===== src/rtl/ataf_pkg.sv =====
// Shared types, codes and decode helpers for the ATA taskfile LBA48 capture block.
package ataf_pkg;

  localparam int NumDev = 2;
  localparam int NumReg = 7;
  localparam int QUEUE_DEPTH_DEFAULT = 2;

  // Tags and register codes
  localparam logic [15:0] TAG_CMD_DEV0 = 16'h0274;
  localparam logic [15:0] TAG_CMD_DEV1 = 16'h0374;
  localparam logic [3:0]  GROUP_DEV0   = 4'h2;
  localparam logic [3:0]  GROUP_DEV1   = 4'h3;
  localparam logic [7:0]  CODE_FEAT    = 8'h58;
  localparam logic [7:0]  CODE_COUNT   = 8'h5c;
  localparam logic [7:0]  CODE_SECT    = 8'h60;
  localparam logic [7:0]  CODE_LCYL    = 8'h64;
  localparam logic [7:0]  CODE_HCYL    = 8'h68;
  localparam logic [7:0]  CODE_SEL     = 8'h6c;
  localparam logic [7:0]  CODE_CMD     = 8'h74;

  // ATA command and feature codes
  localparam logic [7:0] CMD_IDENTIFY_PKT  = 8'h8e;
  localparam logic [7:0] FEAT_IDENTIFY     = 8'hec;
  localparam logic [7:0] CMD_READ_DMA_EXT  = 8'h25;
  localparam logic [7:0] CMD_READ_DMA      = 8'hc8;
  localparam logic [7:0] CMD_WRITE_DMA_EXT = 8'h35;
  localparam logic [7:0] CMD_WRITE_DMA     = 8'hca;

  localparam logic [16:0] MAX_SECS_EXT = 17'h10000;
  localparam logic [16:0] MAX_SECS_STD = 17'h00100;

  typedef enum logic [2:0] {
    REG_FEAT, REG_COUNT, REG_SECT, REG_LCYL, REG_HCYL, REG_SEL, REG_CMD
  } reg_sel_t;

  typedef enum logic [1:0] {
    ROUTE_IDENTIFY = 2'd0,
    ROUTE_LBA48    = 2'd1,
    ROUTE_PLAIN    = 2'd2
  } route_t;

  typedef enum logic [1:0] {
    DIR_READ   = 2'd0,
    DIR_WRITE  = 2'd1,
    DIR_CALLER = 2'd2
  } dir_t;

  // Decoded entry travelling from front to back
  typedef struct packed {
    logic       last;
    logic       tag_ok;
    logic       dev;
    logic [1:0] dev_wr;
    logic       reg_hit;
    reg_sel_t   reg_sel;
    logic [7:0] value;
  } op_t;

  // One result item
  typedef struct packed {
    logic        status;
    logic        device_index;
    logic [7:0]  command_code;
    logic [47:0] taskfile_low;
    logic [39:0] taskfile_high;
    logic [1:0]  route_class;
    logic [1:0]  dma_direction;
    logic [16:0] transfer_sectors;
    logic [25:0] transfer_bytes;
  } res_t;

  function automatic logic is_lba48(input logic [7:0] cmd);
    logic hit;
    case (cmd)
      8'h24, 8'h25, 8'h26, 8'h27, 8'h29, 8'h2f,
      8'h34, 8'h35, 8'h36, 8'h37, 8'h39, 8'h3f,
      8'h42, 8'hea, 8'hef: hit = 1'b1;
      default:             hit = 1'b0;
    endcase
    return hit;
  endfunction

endpackage


===== src/rtl/ataf_if.sv =====
// Valid/ready channel interfaces for taskfile entries and capture results.
interface ataf_entry_if;
  logic        valid;
  logic        ready;
  logic [15:0] entry_tag;
  logic [15:0] entry_value;
  logic        last_entry;

  modport source(output valid, entry_tag, entry_value, last_entry, input ready);
  modport sink(input valid, entry_tag, entry_value, last_entry, output ready);
endinterface

interface ataf_result_if;
  logic        valid;
  logic        ready;
  logic        status;
  logic        device_index;
  logic [7:0]  command_code;
  logic [47:0] taskfile_low;
  logic [39:0] taskfile_high;
  logic [1:0]  route_class;
  logic [1:0]  dma_direction;
  logic [16:0] transfer_sectors;
  logic [25:0] transfer_bytes;

  modport source(output valid, status, device_index, command_code, taskfile_low,
                 taskfile_high, route_class, dma_direction, transfer_sectors,
                 transfer_bytes, input ready);
  modport sink(input valid, status, device_index, command_code, taskfile_low,
               taskfile_high, route_class, dma_direction, transfer_sectors,
               transfer_bytes, output ready);
endinterface


===== src/rtl/ataf_front.sv =====
// Front end: accept taskfile entries and decode them into register operations.
module ataf_front (
  ataf_entry_if.sink   entry,
  output logic         push_valid,
  input  logic         push_ready,
  output ataf_pkg::op_t push_op
);
  import ataf_pkg::*;

  logic [3:0] group;
  logic [7:0] code;

  assign group = entry.entry_tag[11:8];
  assign code  = entry.entry_tag[7:0];

  // Pass the handshake through to the queue
  assign push_valid  = entry.valid;
  assign entry.ready = push_ready;

  // Decode register code, target devices and final tag
  always_comb begin
    push_op.reg_hit = 1'b1;
    case (code)
      CODE_FEAT:  push_op.reg_sel = REG_FEAT;
      CODE_COUNT: push_op.reg_sel = REG_COUNT;
      CODE_SECT:  push_op.reg_sel = REG_SECT;
      CODE_LCYL:  push_op.reg_sel = REG_LCYL;
      CODE_HCYL:  push_op.reg_sel = REG_HCYL;
      CODE_SEL:   push_op.reg_sel = REG_SEL;
      CODE_CMD:   push_op.reg_sel = REG_CMD;
      default: begin
        push_op.reg_sel = REG_FEAT;
        push_op.reg_hit = 1'b0;
      end
    endcase
    push_op.dev_wr[0] = (group != GROUP_DEV1);
    push_op.dev_wr[1] = (group != GROUP_DEV0);
    push_op.value     = entry.entry_value[7:0];
    push_op.last      = entry.last_entry;
    push_op.tag_ok    = (entry.entry_tag == TAG_CMD_DEV0) ||
                        (entry.entry_tag == TAG_CMD_DEV1);
    push_op.dev       = (entry.entry_tag == TAG_CMD_DEV1);
  end

endmodule


===== src/rtl/ataf_queue.sv =====
// Short FIFO of decoded operations between the front and back ends.
module ataf_queue #(
  parameter int DEPTH = ataf_pkg::QUEUE_DEPTH_DEFAULT
) (
  input  logic          clk,
  input  logic          rst,
  input  logic          push_valid,
  output logic          push_ready,
  input  ataf_pkg::op_t push_op,
  output logic          pop_valid,
  input  logic          pop_ready,
  output ataf_pkg::op_t pop_op
);
  import ataf_pkg::*;

  localparam int PtrW = (DEPTH > 1) ? $clog2(DEPTH) : 1;
  localparam int CntW = $clog2(DEPTH + 1);

  op_t            mem [DEPTH];
  logic [PtrW-1:0] wr_ptr;
  logic [PtrW-1:0] rd_ptr;
  logic [CntW-1:0] count;
  logic            push;
  logic            pop;

  assign push_ready = (count != CntW'(DEPTH));
  assign pop_valid  = (count != '0);
  assign push       = push_valid && push_ready;
  assign pop        = pop_valid && pop_ready;
  assign pop_op     = mem[rd_ptr];

  // Store incoming operation
  always_ff @(posedge clk) begin
    if (push) begin
      mem[wr_ptr] <= push_op;
    end
  end

  // Advance pointers and occupancy
  always_ff @(posedge clk) begin
    if (rst) begin
      wr_ptr <= '0;
      rd_ptr <= '0;
      count  <= '0;
    end else begin
      if (push) begin
        wr_ptr <= (wr_ptr == PtrW'(DEPTH - 1)) ? '0 : wr_ptr + 1'b1;
      end
      if (pop) begin
        rd_ptr <= (rd_ptr == PtrW'(DEPTH - 1)) ? '0 : rd_ptr + 1'b1;
      end
      if (push && !pop) begin
        count <= count + 1'b1;
      end else if (pop && !push) begin
        count <= count - 1'b1;
      end
    end
  end

endmodule


===== src/rtl/ataf_back.sv =====
// Back end: apply register writes to the shadow stores and build the result item.
module ataf_back (
  input  logic           clk,
  input  logic           rst,
  input  logic           pop_valid,
  output logic           pop_ready,
  input  ataf_pkg::op_t  pop_op,
  ataf_result_if.source  result
);
  import ataf_pkg::*;

  logic [7:0] cur  [NumDev][NumReg];
  logic [7:0] high [NumDev][NumReg];
  logic       hit  [NumDev][NumReg];
  logic [7:0] c_view [NumReg];
  logic [7:0] h_view [NumReg];
  logic       pop;
  logic       res_valid;
  res_t       res;
  res_t       res_next;
  logic [7:0] cmd;
  logic [15:0] secs16;
  logic [16:0] max_secs;
  logic [16:0] secs;

  // Stall only a final item while the output register is still held
  assign pop_ready = !pop_valid || !pop_op.last || !res_valid || result.ready;
  assign pop       = pop_valid && pop_ready;

  // Mark which store entries this operation writes
  always_comb begin
    for (int d = 0; d < NumDev; d++) begin
      for (int r = 0; r < NumReg; r++) begin
        hit[d][r] = pop_op.dev_wr[d] && pop_op.reg_hit && (pop_op.reg_sel == reg_sel_t'(r));
      end
    end
  end

  // Form the selected device's registers as they stand after this write
  always_comb begin
    for (int r = 0; r < NumReg; r++) begin
      if (pop_op.dev) begin
        c_view[r] = hit[1][r] ? pop_op.value : cur[1][r];
        h_view[r] = (hit[1][r] && cur[1][r] != 8'h00) ? cur[1][r] : high[1][r];
      end else begin
        c_view[r] = hit[0][r] ? pop_op.value : cur[0][r];
        h_view[r] = (hit[0][r] && cur[0][r] != 8'h00) ? cur[0][r] : high[0][r];
      end
    end
  end

  // Build the result item
  always_comb begin
    cmd      = c_view[REG_CMD];
    secs16   = {h_view[REG_COUNT], c_view[REG_COUNT]};
    max_secs = MAX_SECS_EXT;
    res_next = '0;
    res_next.dma_direction = DIR_CALLER;
    case (cmd)
      CMD_READ_DMA_EXT: res_next.dma_direction = DIR_READ;
      CMD_READ_DMA: begin
        res_next.dma_direction = DIR_READ;
        max_secs = MAX_SECS_STD;
      end
      CMD_WRITE_DMA_EXT: res_next.dma_direction = DIR_WRITE;
      CMD_WRITE_DMA: begin
        res_next.dma_direction = DIR_WRITE;
        max_secs = MAX_SECS_STD;
      end
      default: res_next.dma_direction = DIR_CALLER;
    endcase
    secs = (secs16 == 16'h0000) ? max_secs : {1'b0, secs16};

    if (cmd == CMD_IDENTIFY_PKT && c_view[REG_FEAT] == FEAT_IDENTIFY) begin
      res_next.route_class = ROUTE_IDENTIFY;
    end else if (is_lba48(cmd)) begin
      res_next.route_class = ROUTE_LBA48;
    end else begin
      res_next.route_class = ROUTE_PLAIN;
    end

    res_next.device_index     = pop_op.dev;
    res_next.command_code     = cmd;
    res_next.taskfile_low     = {c_view[REG_FEAT], c_view[REG_COUNT], c_view[REG_SECT],
                                 c_view[REG_LCYL], c_view[REG_HCYL], c_view[REG_SEL]};
    res_next.taskfile_high    = {h_view[REG_FEAT], h_view[REG_COUNT], h_view[REG_SECT],
                                 h_view[REG_LCYL], h_view[REG_HCYL]};
    res_next.transfer_sectors = secs;
    res_next.transfer_bytes   = {secs, 9'b0};

    // Bad final tag: report the error with every other field zero
    if (!pop_op.tag_ok) begin
      res_next        = '0;
      res_next.status = 1'b1;
    end
  end

  // Update shadow stores; clear all of them after a final item
  always_ff @(posedge clk) begin
    if (rst) begin
      for (int d = 0; d < NumDev; d++) begin
        for (int r = 0; r < NumReg; r++) begin
          cur[d][r]  <= '0;
          high[d][r] <= '0;
        end
      end
    end else if (pop) begin
      for (int d = 0; d < NumDev; d++) begin
        for (int r = 0; r < NumReg; r++) begin
          if (pop_op.last) begin
            cur[d][r]  <= '0;
            high[d][r] <= '0;
          end else if (hit[d][r]) begin
            if (cur[d][r] != 8'h00) begin
              high[d][r] <= cur[d][r];
            end
            cur[d][r] <= pop_op.value;
          end
        end
      end
    end
  end

  // Hold the result item until taken
  always_ff @(posedge clk) begin
    if (rst) begin
      res_valid <= 1'b0;
    end else if (pop && pop_op.last) begin
      res_valid <= 1'b1;
    end else if (result.ready) begin
      res_valid <= 1'b0;
    end
  end

  always_ff @(posedge clk) begin
    if (pop && pop_op.last) begin
      res <= res_next;
    end
  end

  assign result.valid            = res_valid;
  assign result.status           = res.status;
  assign result.device_index     = res.device_index;
  assign result.command_code     = res.command_code;
  assign result.taskfile_low     = res.taskfile_low;
  assign result.taskfile_high    = res.taskfile_high;
  assign result.route_class      = res.route_class;
  assign result.dma_direction    = res.dma_direction;
  assign result.transfer_sectors = res.transfer_sectors;
  assign result.transfer_bytes   = res.transfer_bytes;

endmodule


===== src/rtl/ata_taskfile_lba48_capture_top.sv =====
// Top level of the ATA taskfile LBA48 capture block.
//
//   channel  role    carries
//   -------  ------  -----------------------------------------------------
//   entry    sink    entry_tag, entry_value, last_entry (one write item)
//   result   source  status, device, command, taskfile bytes, route, direction, size
//
// One item per cycle is accepted while the queue has room; decode happens at the
// front, the write and the result build happen in the back after the queue.
// A final item appears at the result port in the cycle after it leaves the queue.
// Reset (rst, synchronous) empties the queue and clears every shadow register.
// A held result stalls only final items; ordinary writes keep flowing.
module ata_taskfile_lba48_capture_top #(
  parameter int QUEUE_DEPTH = ataf_pkg::QUEUE_DEPTH_DEFAULT
) (
  input  logic          clk,
  input  logic          rst,
  ataf_entry_if.sink    entry,
  ataf_result_if.source result
);
  import ataf_pkg::*;

  logic push_valid;
  logic push_ready;
  op_t  push_op;
  logic pop_valid;
  logic pop_ready;
  op_t  pop_op;

  ataf_front u_front (
    .entry      (entry),
    .push_valid (push_valid),
    .push_ready (push_ready),
    .push_op    (push_op)
  );

  ataf_queue #(
    .DEPTH (QUEUE_DEPTH)
  ) u_queue (
    .clk        (clk),
    .rst        (rst),
    .push_valid (push_valid),
    .push_ready (push_ready),
    .push_op    (push_op),
    .pop_valid  (pop_valid),
    .pop_ready  (pop_ready),
    .pop_op     (pop_op)
  );

  ataf_back u_back (
    .clk       (clk),
    .rst       (rst),
    .pop_valid (pop_valid),
    .pop_ready (pop_ready),
    .pop_op    (pop_op),
    .result    (result)
  );

endmodule


===== src/flat_wrapper.sv =====
// flat-port wrapper written by rule: the top's interface ports become plain ports
module ata_taskfile_lba48_capture_top_flat import ataf_pkg::*;
#(
  parameter int QUEUE_DEPTH = ataf_pkg::QUEUE_DEPTH_DEFAULT
)
  (clk, rst, entry_valid, entry_entry_tag, entry_entry_value, entry_last_entry, entry_ready, result_valid, result_status, result_device_index, result_command_code, result_taskfile_low, result_taskfile_high, result_route_class, result_dma_direction, result_transfer_sectors, result_transfer_bytes, result_ready);
  ataf_entry_if entry_i ();
  ataf_result_if result_i ();
  input  logic clk;
  input  logic rst;
  input wire logic [$bits(entry_i.valid)-1:0] entry_valid;
  input wire logic [$bits(entry_i.entry_tag)-1:0] entry_entry_tag;
  input wire logic [$bits(entry_i.entry_value)-1:0] entry_entry_value;
  input wire logic [$bits(entry_i.last_entry)-1:0] entry_last_entry;
  output wire logic [$bits(entry_i.ready)-1:0] entry_ready;
  output wire logic [$bits(result_i.valid)-1:0] result_valid;
  output wire logic [$bits(result_i.status)-1:0] result_status;
  output wire logic [$bits(result_i.device_index)-1:0] result_device_index;
  output wire logic [$bits(result_i.command_code)-1:0] result_command_code;
  output wire logic [$bits(result_i.taskfile_low)-1:0] result_taskfile_low;
  output wire logic [$bits(result_i.taskfile_high)-1:0] result_taskfile_high;
  output wire logic [$bits(result_i.route_class)-1:0] result_route_class;
  output wire logic [$bits(result_i.dma_direction)-1:0] result_dma_direction;
  output wire logic [$bits(result_i.transfer_sectors)-1:0] result_transfer_sectors;
  output wire logic [$bits(result_i.transfer_bytes)-1:0] result_transfer_bytes;
  input wire logic [$bits(result_i.ready)-1:0] result_ready;
  assign entry_i.valid = entry_valid;
  assign entry_i.entry_tag = entry_entry_tag;
  assign entry_i.entry_value = entry_entry_value;
  assign entry_i.last_entry = entry_last_entry;
  assign entry_ready = entry_i.ready;
  assign result_valid = result_i.valid;
  assign result_status = result_i.status;
  assign result_device_index = result_i.device_index;
  assign result_command_code = result_i.command_code;
  assign result_taskfile_low = result_i.taskfile_low;
  assign result_taskfile_high = result_i.taskfile_high;
  assign result_route_class = result_i.route_class;
  assign result_dma_direction = result_i.dma_direction;
  assign result_transfer_sectors = result_i.transfer_sectors;
  assign result_transfer_bytes = result_i.transfer_bytes;
  assign result_i.ready = result_ready;
  ata_taskfile_lba48_capture_top #(.QUEUE_DEPTH(QUEUE_DEPTH)) u_core (.clk(clk), .rst(rst), .entry(entry_i), .result(result_i));
endmodule

===== config.mk =====
export PLATFORM = sky130hd
export DESIGN_NAME = ata_taskfile_lba48_capture_top_flat
export DESIGN_NICKNAME = d
export VERILOG_FILES = /design/src/rtl/ataf_pkg.sv /design/src/rtl/ataf_if.sv /design/src/rtl/ataf_front.sv /design/src/rtl/ataf_queue.sv /design/src/rtl/ataf_back.sv /design/src/rtl/ata_taskfile_lba48_capture_top.sv /design/src/flat_wrapper.sv
export SDC_FILE = /design/constraint.sdc
export NUM_CORES = 1
export LEC_CHECK = 0
export ABC_AREA = 1
export BUFFER_PORTS_ARGS = -buffer_cell sky130_fd_sc_hd__buf_2
export CORE_AREA = 2 2 190 266
export DETAILED_ROUTE_END_ITERATION = 16
export DIE_AREA = 0 0 192 268
export GPL_TIMING_DRIVEN = 0
export PLACE_DENSITY = 0.5
export SYNTH_ARGS = -nofsm -noshare
export SYNTH_HDL_FRONTEND = slang
export SYNTH_SLANG_ARGS = --single-unit
export TNS_END_PERCENT = 30

===== constraint.sdc =====
create_clock -name clk -period 9 [get_ports clk]
set_clock_uncertainty 0.05 [all_clocks]
set_input_delay 1.35 -clock clk [delete_from_list [all_inputs] [get_ports clk]]
set_output_delay 1.35 -clock clk [all_outputs]
set_load 0.02 [all_outputs]

==> results summary <==
The number of failing hold endpoints at the final stage came to 0. The proportion of layout cells with a drive suffix above 1 came out at 0.196. The clock buffer count from CTS came out at 38. Of the available clock period, the critical path in the final layout requires 0.416. The final critical path time including I/O delays and setup is 3750 ps. Measured in cells, the most critical reg-to-reg path has a length of 8. TritonCTS built the clock tree.

The final weighted congestion in routability-driven placement came out at 0.848. Setup repair after global routing left no endpoint under its margin. The number of detailed-route iterations in the first pass came out at 6. STA puts the critical path data arrival time at 3900 ps. The filler-free cell count of the finished design is 2658. The half-perimeter wire length after detailed placement is 36900 µm.

The die boundary width is 192 µm. After the first detailed-routing iteration, the DRC count stood at 1086. The run finished with clean final reports.

On the critical path, the stage with the largest delay is an instance of sky130_fd_sc_hd__nor3_2. The max-cap violation count is 0. After filler insertion, the fill cell instance count of the layout stands at 4933. The count of unresolved DRC violations after routing is 0. The class of the tightest hold or removal check is flip-flop to flip-flop. The cell row count is 96. Yosys mapped a number of flops with a built-in enable equal to 329. The predominant post-synthesis flop cell is sky130_fd_sc_hd__edfxtp_1. The die boundary height came out at 268 µm.

The worst setup slack for register-to-register paths is 5620 ps. Setup violations remaining at the end of the flow were counted as 0. The total of cells resized after clock tree synthesis came out at 0. The all-layer global routing usage is 0.197.

For this run, the share of the core covered by cells in the final layout is 0.410. The placeable core region came out at 49000 µm². The clock transition at the register clock pins on the worst setup and hold paths after CTS came out at 70 ps.

The number of cells in the design after placement is 2589. The critical path goes through buf_2, nor3_2, buf_2, buf_2, nand2_1, nand2_1. The count of hold-fix buffers inserted at cts came out at 0. The final routed wirelength across all metal layers came out at 51100 µm.

The total via count in the routed design is 13322. The average cell area after synthesis is 9.60 µm². The headroom to the max-slew limit came out at 0.228.

The post-synthesis register bit count came out at 351. The initial antenna violation count came to 0. The number of global-route vias before repair came out at 12923. The distinct cell type count after synthesis came out at 48. The sum of overflow across all layers after global routing came out at 0. The endpoint of the worst register-to-register path is u_core.u_back.cur[1][18]. The fraction of the yosys area taken by sequential cells came out at 0.606. The area growth from synthesis to layout is 18.0%. Entering global routing, the biggest net connects 38 pins. The count of buffers inserted at the top-level ports came out at 166. STA classifies the critical path endpoint as a flip-flop.

The wire length of the first global-routing pass is 75700 µm. The worst setup path is launched from a primary input. The startpoint of the worst hold path is u_core.u_queue.rd_ptr.

In this design, the critical path's most frequently occurring cell is sky130_fd_sc_hd__buf_2. The power per standard cell area came out at 340 nW/µm². The post-synthesis cell count is 1774.

The total inserted antenna cells came out at 0. In this design, the largest share of critical-path delay is due to simple AND/OR/NAND/NOR gates. In this run the static leakage power is 8.20 nW. The clock net in this run drives a total of 351 sinks. The worst-skew pair later-pin latency came out at 550 ps. The area enclosed by the die boundary came out at 51500 µm².

Counting instances, the worst hold path has a depth of 1. The routed via count divided by cell count came out at 5.01. The final antenna-violating net count is 0.

The critical setup path kind is primary input to flip-flop. The worst-margin pin slew is 1160 ps. The worst-case clock buffer depth came out at 3. The required time at the worst-slack endpoint came out at 9160 ps. The largest fanout on the critical path is 10. The H-tree depth is 2. The share of synthesized flip-flops with an asynchronous set or reset came out at 0. The maximum clock rate is 267 MHz.

The source of the critical timing path is rst. The number of pins with negative max-slew slack in the final report is 0. The post-synth design cell area is 17000 µm². The I/O pin count is 184. Clock tree synthesis selected as its root buffer the cell sky130_fd_sc_hd__clkbuf_16. The peak supply drop is 0.000168 V. The initial utilization of the core area, before any placement, comes to 0.347. The total number of yosys warnings came out at 0. The critical path contains buffers and inverters numbering 3 combined. The biggest cell delay along the critical path is 660 ps. Leaving out fill and tap cells, the most frequent cells in the layout are 340 x sky130_fd_sc_hd__nand2_1, 340 x sky130_fd_sc_hd__nor2_1, 329 x sky130_fd_sc_hd__edfxtp_1. The number of nets in the final layout is 2030. In this run the post-CTS setup repair buffer count came out at 0. After detailed routing, the average wire length per cell comes to 19.2 µm.

The depth of the critical timing path with buffers and inverters included is 6.
[cell type report]
class,count,area (µm²),share of cell area
repair buffers,170,906,0.0451
plain buffers,99,638,0.0318
multi-input cells,1146,5410,0.269
inverters,186,708,0.0352
flip-flops and latches,351,10300,0.514
clock inverters,18,245,0.0122
well taps,637,797,0.0397
clock buffers,51,1070,0.0534
[through the flow]
step                      TNS (ps)  power, mW  setup slack (ps)  area (µm²)  hold WS, ps
after floorplan                  0       4.21               795       17100          375
after detailed placement         0       5.20              4700       18800          387
final                            0       6.83              5250       20100          399
after global routing             0       7.18              5200       20100          424
after CTS                        0       6.88              5270       20100          396
after global placement     -588460       5.20             -3990       18700          385
[cell families (layout without fill, tap and decap cells)]
group,Yosys count,count (layout),synth area share
xor+xnor,1,1,0.000514
fa+ha+maj,1,1,0.000735
compound gates,270,270,0.0936
simple gates,865,865,0.220
buf+inv,285,524,0.0791
other cells,1,9,0.000220
flops,351,351,0.606
[layer usage]
layer | routed length, µm | track usage | vias up | part of all wire
li1 | - | - | 6406 | -
met1 | 20200 | 0.236 | 6318 | 0.39
met2 | 25900 | 0.354 | 479 | 0.51
met3 | 2940 | 0.0256 | 119 | 0.058
met4 | 2110 | 0.0829 | 0 | 0.041
met5 | 0 | 0 | - | 0
[worst max path at each step]
stage	endpoint	slack (ps)
final	u_core.u_back.cur[1][18]	5250
after global routing	u_core.u_back.cur[1][16]	5200
after CTS	u_core.u_back.cur[1][18]	5270
after detailed placement	u_core.u_back.cur[1][22]	4700
after global placement	u_core.u_back.cur[0][20]	-3990
after floorplan	u_core.u_back.cur[0][16]	790
[registers in the layout, summed over array words and instances, names as in the netlist, named ones only]
| signal | cells |
|---|---|
| u_core.u_back.cur | 112 |
| u_core.u_back.high | 80 |
| u_core.u_back.result.command_code | 8 |
| u_core.u_back.result.device_index | 1 |
| u_core.u_back.result.dma_direction | 2 |
| u_core.u_back.result.route_class | 2 |
| u_core.u_back.result.status | 1 |
| u_core.u_back.result.taskfile_high | 40 |
| u_core.u_back.result.taskfile_low | 48 |
| u_core.u_back.result.transfer_bytes | 17 |
| u_core.u_back.result.valid | 1 |
| u_core.u_queue.count | 2 |
| u_core.u_queue.mem | 34 |
| u_core.u_queue.rd_ptr | 1 |
| u_core.u_queue.wr_ptr | 1 |
[synthesized netlist by cell type, drive strengths merged, types with 12 or more instances]
cell type,instances,share of area
a21oi,44,0.013
a31o,13,0.0067
buf,73,0.032
clkbuf,26,0.0059
dfxtp,22,0.026
edfxtp,329,0.58
inv,186,0.042
nand2,367,0.089
nand3,78,0.025
nand4,17,0.0062
nor2,354,0.082
nor3,12,0.0038
nor4,13,0.0048
o211ai,40,0.018
o21ai,136,0.042
o22ai,33,0.012
or2,21,0.0077
[report_power, final]
part	switching (mW)	leakage, nW	internal, mW	total [mW]
registers	0.167	3.49	2.35	2.52
clock network	0.661	0.642	1.01	1.67
logic	1.95	4.07	0.686	2.63
Power figures use the tool's default switching activity.
